===== config.mk =====
export PLATFORM = sky130hd
export DESIGN_NAME = float_to_fixed_converter_flat
export DESIGN_NICKNAME = d
export VERILOG_FILES = /design/src/design/f2x_pkg.sv /design/src/design/f2x_float_if.sv /design/src/design/f2x_fixed_if.sv /design/src/design/f2x_decode.sv /design/src/design/f2x_shift.sv /design/src/design/f2x_round.sv /design/src/design/float_to_fixed_converter.sv /design/src/flat_wrapper.sv
export SDC_FILE = /design/constraint.sdc
export NUM_CORES = 1
export LEC_CHECK = 0
export BUFFER_PORTS_ARGS = -buffer_cell sky130_fd_sc_hd__buf_4
export CAP_MARGIN = 20
export CELL_PAD_IN_SITES_DETAIL_PLACEMENT = 0
export CELL_PAD_IN_SITES_GLOBAL_PLACEMENT = 1
export CORE_MARGIN = 3
export CORE_UTILIZATION = 40
export CTS_BUF_LIST = sky130_fd_sc_hd__clkbuf_8
export DETAILED_ROUTE_END_ITERATION = 8
export PLACE_DENSITY = 0.85
export SLEW_MARGIN = 10
export SYNTH_ARGS = -nofsm -noshare
export SYNTH_HDL_FRONTEND = slang
export SYNTH_SLANG_ARGS = --single-unit

===== constraint.sdc =====
create_clock -name clk -period 6.1 [get_ports clk]
set_clock_uncertainty 0.2 [all_clocks]
set_input_delay 0 -clock clk [delete_from_list [all_inputs] [get_ports clk]]
set_output_delay 0 -clock clk [all_outputs]
set_load 0.02 [all_outputs]

===== src/design/f2x_pkg.sv =====
package f2x_pkg;

  localparam int FloatWidth = 32;
  localparam int FixedWidth = 32;
  localparam int SigWidth   = 24;
  localparam int MagWidth   = 31;
  localparam int ShiftWidth = 5;

  localparam logic [7:0] EXP_FLUSH_BELOW = 8'd109;
  localparam logic [7:0] EXP_SATURATE_AT = 8'd141;
  localparam logic [7:0] EXP_UNIT_SHIFT  = 8'd133;

  localparam logic [FixedWidth-1:0] FIX_MOST_NEG = 32'h8000_0000;
  localparam logic [FixedWidth-1:0] FIX_MOST_POS = 32'h7fff_ffff;

  typedef struct packed {
    logic                  neg;
    logic                  zero;
    logic                  sat;
    logic                  left;
    logic [ShiftWidth-1:0] shamt;
    logic [SigWidth-1:0]   sig;
  } dec_t;

  typedef struct packed {
    logic                neg;
    logic                zero;
    logic                sat;
    logic [MagWidth-1:0] mag;
    logic                rnd;
    logic                sticky;
  } shf_t;

endpackage


===== src/design/f2x_float_if.sv =====
interface f2x_float_if;
  logic        valid;
  logic        ready;
  logic [31:0] float_bits;

  modport source (output valid, output float_bits, input ready);
  modport sink (input valid, input float_bits, output ready);
endinterface


===== src/design/f2x_fixed_if.sv =====
interface f2x_fixed_if;
  logic               valid;
  logic               ready;
  logic signed [31:0] fixed_value;

  modport source (output valid, output fixed_value, input ready);
  modport sink (input valid, input fixed_value, output ready);
endinterface


===== src/design/f2x_decode.sv =====
module f2x_decode (
  input  logic                              clk,
  input  logic                              rst,
  input  logic                              in_valid,
  output logic                              in_ready,
  input  logic [f2x_pkg::FloatWidth-1:0]    in_data,
  output logic                              out_valid,
  input  logic                              out_ready,
  output f2x_pkg::dec_t                     out_data
);
  import f2x_pkg::*;

  logic [7:0] expo;
  dec_t       dec;

  always_comb begin
    expo      = in_data[30:23];
    dec.neg   = in_data[31];
    dec.zero  = expo < EXP_FLUSH_BELOW;
    dec.sat   = expo >= EXP_SATURATE_AT;
    dec.left  = expo >= EXP_UNIT_SHIFT;
    dec.shamt = dec.left ? ShiftWidth'(expo - EXP_UNIT_SHIFT)
                         : ShiftWidth'(EXP_UNIT_SHIFT - expo);
    dec.sig   = {1'b1, in_data[22:0]};
  end

  assign in_ready = !out_valid || out_ready;

  always_ff @(posedge clk) begin
    if (rst) begin
      out_valid <= 1'b0;
    end else if (in_ready) begin
      out_valid <= in_valid;
    end
  end

  always_ff @(posedge clk) begin
    if (in_valid && in_ready) begin
      out_data <= dec;
    end
  end
endmodule


===== src/design/f2x_shift.sv =====
module f2x_shift (
  input  logic          clk,
  input  logic          rst,
  input  logic          in_valid,
  output logic          in_ready,
  input  f2x_pkg::dec_t in_data,
  output logic          out_valid,
  input  logic          out_ready,
  output f2x_pkg::shf_t out_data
);
  import f2x_pkg::*;

  logic [ShiftWidth-1:0] rnd_idx;
  logic [SigWidth-1:0]   low_mask;
  shf_t                  shf;

  always_comb begin
    rnd_idx    = in_data.shamt - ShiftWidth'(1);
    low_mask   = (SigWidth'(1) << rnd_idx) - SigWidth'(1);
    shf.neg    = in_data.neg;
    shf.zero   = in_data.zero;
    shf.sat    = in_data.sat;
    if (in_data.left) begin
      shf.mag    = MagWidth'(in_data.sig) << in_data.shamt[2:0];
      shf.rnd    = 1'b0;
      shf.sticky = 1'b0;
    end else begin
      shf.mag    = MagWidth'(in_data.sig >> in_data.shamt);
      shf.rnd    = (rnd_idx < ShiftWidth'(SigWidth)) ? in_data.sig[rnd_idx] : 1'b0;
      shf.sticky = |(in_data.sig & low_mask);
    end
  end

  assign in_ready = !out_valid || out_ready;

  always_ff @(posedge clk) begin
    if (rst) begin
      out_valid <= 1'b0;
    end else if (in_ready) begin
      out_valid <= in_valid;
    end
  end

  always_ff @(posedge clk) begin
    if (in_valid && in_ready) begin
      out_data <= shf;
    end
  end
endmodule


===== src/design/f2x_round.sv =====
module f2x_round (
  input  logic                           clk,
  input  logic                           rst,
  input  logic                           in_valid,
  output logic                           in_ready,
  input  f2x_pkg::shf_t                  in_data,
  output logic                           out_valid,
  input  logic                           out_ready,
  output logic [f2x_pkg::FixedWidth-1:0] out_data
);
  import f2x_pkg::*;

  logic                  up;
  logic [FixedWidth-1:0] mag;
  logic [FixedWidth-1:0] res;

  always_comb begin
    up  = in_data.rnd && (in_data.sticky || in_data.mag[0]);
    mag = FixedWidth'(in_data.mag) + FixedWidth'(up);
    if (in_data.zero) begin
      res = '0;
    end else if (in_data.sat) begin
      res = in_data.neg ? FIX_MOST_NEG : FIX_MOST_POS;
    end else begin
      res = in_data.neg ? (FixedWidth'(0) - mag) : mag;
    end
  end

  assign in_ready = !out_valid || out_ready;

  always_ff @(posedge clk) begin
    if (rst) begin
      out_valid <= 1'b0;
    end else if (in_ready) begin
      out_valid <= in_valid;
    end
  end

  always_ff @(posedge clk) begin
    if (in_valid && in_ready) begin
      out_data <= res;
    end
  end
endmodule


===== src/design/float_to_fixed_converter.sv =====
// Single-precision float to Q14.17 signed fixed-point converter.
//
// float_in carries the raw 32-bit IEEE pattern (float_bits); fixed_out
// carries the 32-bit two's complement result (fixed_value) with 17
// fraction bits, rounded to nearest even. Tiny values flush to zero,
// overflow, infinity and NaN saturate to the signed extremes.
//
// Three register stages: decode, align shift, round/negate. One transfer
// per cycle is sustained while fixed_out.ready stays high.
//
// Reset (rst, synchronous) clears the stage valid bits; nothing else is
// held. When fixed_out.ready is low, the result stays in the last stage
// and earlier stages keep filling; float_in.ready drops once all three
// stages hold data. Ready runs back combinationally through the stages.
module float_to_fixed_converter (
  input logic         clk,
  input logic         rst,
  f2x_float_if.sink   float_in,
  f2x_fixed_if.source fixed_out
);
  import f2x_pkg::*;

  logic                  dec_valid;
  logic                  dec_ready;
  dec_t                  dec_data;
  logic                  shf_valid;
  logic                  shf_ready;
  shf_t                  shf_data;
  logic [FixedWidth-1:0] res_data;

  f2x_decode u_decode (
    .clk       (clk),
    .rst       (rst),
    .in_valid  (float_in.valid),
    .in_ready  (float_in.ready),
    .in_data   (float_in.float_bits),
    .out_valid (dec_valid),
    .out_ready (dec_ready),
    .out_data  (dec_data)
  );

  f2x_shift u_shift (
    .clk       (clk),
    .rst       (rst),
    .in_valid  (dec_valid),
    .in_ready  (dec_ready),
    .in_data   (dec_data),
    .out_valid (shf_valid),
    .out_ready (shf_ready),
    .out_data  (shf_data)
  );

  f2x_round u_round (
    .clk       (clk),
    .rst       (rst),
    .in_valid  (shf_valid),
    .in_ready  (shf_ready),
    .in_data   (shf_data),
    .out_valid (fixed_out.valid),
    .out_ready (fixed_out.ready),
    .out_data  (res_data)
  );

  assign fixed_out.fixed_value = signed'(res_data);

  a_latency: assert property (@(posedge clk) disable iff (rst)
    (float_in.valid && float_in.ready) ##1 fixed_out.ready ##1 fixed_out.ready
      |=> fixed_out.valid)
    else $error("transfer did not reach output in 3 cycles");

  a_full_only_on_stall: assert property (@(posedge clk) disable iff (rst)
    !float_in.ready |-> (fixed_out.valid && !fixed_out.ready))
    else $error("input stalled without output backpressure");

  a_reset_empty: assert property (@(posedge clk)
    rst |=> !fixed_out.valid)
    else $error("output valid right after reset");

endmodule


===== src/flat_wrapper.sv =====
// flat-port wrapper written by rule: the top's interface ports become plain ports
module float_to_fixed_converter_flat import f2x_pkg::*;
  (clk, rst, float_in_valid, float_in_float_bits, float_in_ready, fixed_out_valid, fixed_out_fixed_value, fixed_out_ready);
  f2x_float_if float_in_i ();
  f2x_fixed_if fixed_out_i ();
  input logic clk;
  input logic rst;
  input wire logic [$bits(float_in_i.valid)-1:0] float_in_valid;
  input wire logic [$bits(float_in_i.float_bits)-1:0] float_in_float_bits;
  output wire logic [$bits(float_in_i.ready)-1:0] float_in_ready;
  output wire logic [$bits(fixed_out_i.valid)-1:0] fixed_out_valid;
  output wire logic [$bits(fixed_out_i.fixed_value)-1:0] fixed_out_fixed_value;
  input wire logic [$bits(fixed_out_i.ready)-1:0] fixed_out_ready;
  assign float_in_i.valid = float_in_valid;
  assign float_in_i.float_bits = float_in_float_bits;
  assign float_in_ready = float_in_i.ready;
  assign fixed_out_valid = fixed_out_i.valid;
  assign fixed_out_fixed_value = fixed_out_i.fixed_value;
  assign fixed_out_i.ready = fixed_out_ready;
  float_to_fixed_converter u_core (.clk(clk), .rst(rst), .float_in(float_in_i), .fixed_out(fixed_out_i));
endmodule

==> flow_metrics.env <==
export IMPL_fin_hold_ws_ns=0.129
export IMPL_dpl_hpwl_um=18400
export IMPL_syn_avg_cell_area_um2=8.53
export IMPL_grt_pass1_vias=7402
export IMPL_yosysSeqAreaShare_pct=35.0
export IMPL_tns_ns=0
export IMPL_rsz0062_at_grt="false"
export IMPL_numCtsBuffers=9
export IMPL_max_clock_freq_mhz=208
export IMPL_synth_most_common_cell="nor2_1"
export IMPL_n_antenna_cell=0
export IMPL_worst_pin_slew_ns=1.03
export IMPL_num_vias=8223
export IMPL_antenna_found_initial=0
export IMPL_power_density_nw_per_um2=211
export IMPL_wl_per_cell_um=18.6
export IMPL_cp_cell_sequence="buf_4 -> nor2_1 -> o32a_1 -> nand2_1 -> nand3_1 -> ha_1 -> o211a_1 -> a31oi_1 -> nor2_1 -> a221oi_1 -> o2111ai_1 -> nor4_1 -> a41oi_1"
export IMPL_synth_top_cell_area_share_pct=34.3
export IMPL_netlist_top_cells_count="133 x nor2_1, 100 x edfxtp_1, 92 x nand2_1"
export IMPL_cts_root_buf="clkbuf_8"
export IMPL_syn_nets=1079
export IMPL_drt_iter0_markers=1020
export IMPL_clock_path_buffers=2
export IMPL_synth_enable_flop_cells=100
export IMPL_hold_viol_final=0
export IMPL_status="completed"
export IMPL_finalMaxSlewViolations=0
export IMPL_io_buffers=69
export IMPL_remaining_drc_errors=0
export IMPL_die_area_um2=23700
export IMPL_gp_congestion=0.976
export IMPL_wl_um=25400
export IMPL_yosys_warnings=0
export IMPL_syn_cell_area_um2=8760
export IMPL_die_x_um=154
export IMPL_cp_start_kind="flip-flop"
export IMPL_fin_nets=1135
export IMPL_crit_path_max_incr_delay_ns=0.64
export IMPL_period_share_pct=78.9
export IMPL_start_util_pct=41.1
export IMPL_cap_violations=0
export IMPL_path_class="flip-flop to flip-flop"
export IMPL_dp_slack_ns=1.39
export IMPL_end_kind="flip-flop"
export IMPL_yosysTopAreaCell="edfxtp_1"
export IMPL_ioPinCount=70
export IMPL_synthCells=1027
export IMPL_grt_pass1_wl_um=40600
export IMPL_viasPerCell=6.03
export IMPL_rows=53
export IMPL_cts_tree="done"
export IMPL_die_h_um=154
export IMPL_clock_sinks=103
export IMPL_post_route_min_period_ns=4.81
export IMPL_cts_resized=0
export IMPL_synth_top_flop_cell="edfxtp_1"
export IMPL_fillerInstances=2002
export IMPL_yosysUniqueCellTypes=77
export IMPL_drive_gt1_share_pct=14.0
export IMPL_crit_top_cell="nor2_1"
export IMPL_cp_arrival_ns=4.70
export IMPL_grt_max_degree=57
export IMPL_cp_required_ns=5.99
export IMPL_setup_slack_ns=1.29
export IMPL_crit_fanout=56
export IMPL_path_clk_slew_ns=0.10
export IMPL_htreeDepth=3
export IMPL_setup_viol=0
export IMPL_area_growth_syn_to_layout_pct=14.9
export IMPL_synth_seq_cells=103
export IMPL_ant_nets=0
export IMPL_power_total_mw=2.12
export IMPL_slew_headroom_pct=31.6
export IMPL_vdd_drop_max_v=0.000116
export IMPL_synthArstFlopShare_pct=0
export IMPL_drt_pass1_iterations=5
export IMPL_critPathTopFamily="compound AO/OA/AOI/OAI gates"
export IMPL_overflow=0
export IMPL_track_usage_pct=21.0
export IMPL_min_path_type="input pin to flip-flop"
export IMPL_synth_top_cells_by_area="edfxtp_1 34%, nor2_1 5.7%, mux2i_1 4.6%"
export IMPL_fin_util_pct=47.3
export IMPL_path_buf_inv=1
export IMPL_clock_latency_ns=0.39
export IMPL_leakage_nw=3.61
export IMPL_slowest_stage="a31oi_1"
export IMPL_core_area_um2=21300
## stage by stage
stage / cell area (um^2) / std cells
after floorplan: 8760 / 1027
after global placement: 9430 / 1307
after detailed placement: 9430 / 1307
after CTS: 10000 / 1362
after global routing: 10100 / 1363
final: 10100 / 1363
## cell families after synthesis
group / count (synthesis) / synth area share, %
XOR/XNOR: 48 / 4.80
AO/OA/AOI/OAI: 275 / 20.2
adder cells (fa/ha/maj): 16 / 2.29
multiplexers: 66 / 9.46
AND/OR/NAND/NOR: 415 / 23.5
flip-flops: 103 / 35.0
buffers and inverters: 104 / 4.80
## area by class of cell
cell class | count | area (um^2) | area share, %
inverter | 25 | 93.8 | 0.932
multi-input combinational | 820 | 5300 | 52.7
tap | 275 | 344 | 3.42
clock inverter | 7 | 87.6 | 0.870
sequential | 103 | 3060 | 30.4
clock buffer | 9 | 124 | 1.23
timing repair buffer | 124 | 1050 | 10.4
## metal layers
| layer | GRT usage, % | part of all wire (%) |
|---|---|---|
| met5 | 0 | 0 |
| met1 | 31.3 | 46 |
| met3 | 4.45 | 8.9 |
| met4 | 4.63 | 1.5 |
| met2 | 31.3 | 44 |
## power by group
group | leakage, nW | switching, mW | internal [mW]
clock | 0.104 | 0.267 | 0.198
combinational | 2.55 | 0.433 | 0.296
sequential | 0.962 | 0.0883 | 0.842
## worst register-to-register path: stages, from the launching register on
cell and delay [ns]:
edfxtp_1 0.48, buf_4 0.57, nor2_1 0.23, o32a_1 0.42, nand2_1 0.16, nand3_1 0.10, ha_1 0.40, o211a_1 0.19
a31oi_1 0.64, nor2_1 0.08, a221oi_1 0.29, o2111ai_1 0.13, nor4_1 0.44, a41oi_1 0.18
## final timing paths
path                                                   start                           end  slack, ns  cells after the start
worst max register to register  u_core.u_decode.out_data[24]    u_core.u_shift.out_data[0]       1.29                     13
worst min-delay path                 float_in_float_bits[19]  u_core.u_decode.out_data[19]       0.13                      2
worst min register to register  u_core.u_decode.out_data[30]   u_core.u_shift.out_data[33]       0.23                      0
worst max-delay path            u_core.u_decode.out_data[24]    u_core.u_shift.out_data[0]       1.29                     13
## repair_timing
item | in CTS | in global routing
endpoints found under the hold margin | 39 | 0
hold buffers | 39 | 0
setup buffers | 0 | 0
## cells in the final DEF (no fill, tap or decap), types with 10 or more instances in the layout
cell type	synthesis	layout
a211oi_1	10	10
a21o_1	10	10
a21oi_1	74	74
and3_1	13	13
buf_4	5	84
dlygate4sd3_1	0	39
edfxtp_1	100	100
ha_1	16	16
inv_1	24	24
mux2_2	14	14
mux2i_1	40	40
mux4_2	12	12
nand2_1	92	92
nand2b_1	13	13
nand3_1	31	31
nand4_1	18	18
nor2_1	133	133
nor3_1	27	27
nor4_1	13	13
o211ai_1	10	10
o21ai_0	67	67
o22ai_1	19	19
or3_1	13	13
xnor2_1	28	28
xor2_1	20	20
## state kept, by name (all words and copies together), names as in the netlist
register,cells
u_core.u_decode.out_valid,1
u_core.u_round.out_data,32
u_core.u_shift.out_data,36
u_core.u_decode.out_data,32
u_core.u_round.out_valid,1
u_core.u_shift.out_valid,1
(Power assumes the default switching activity.)
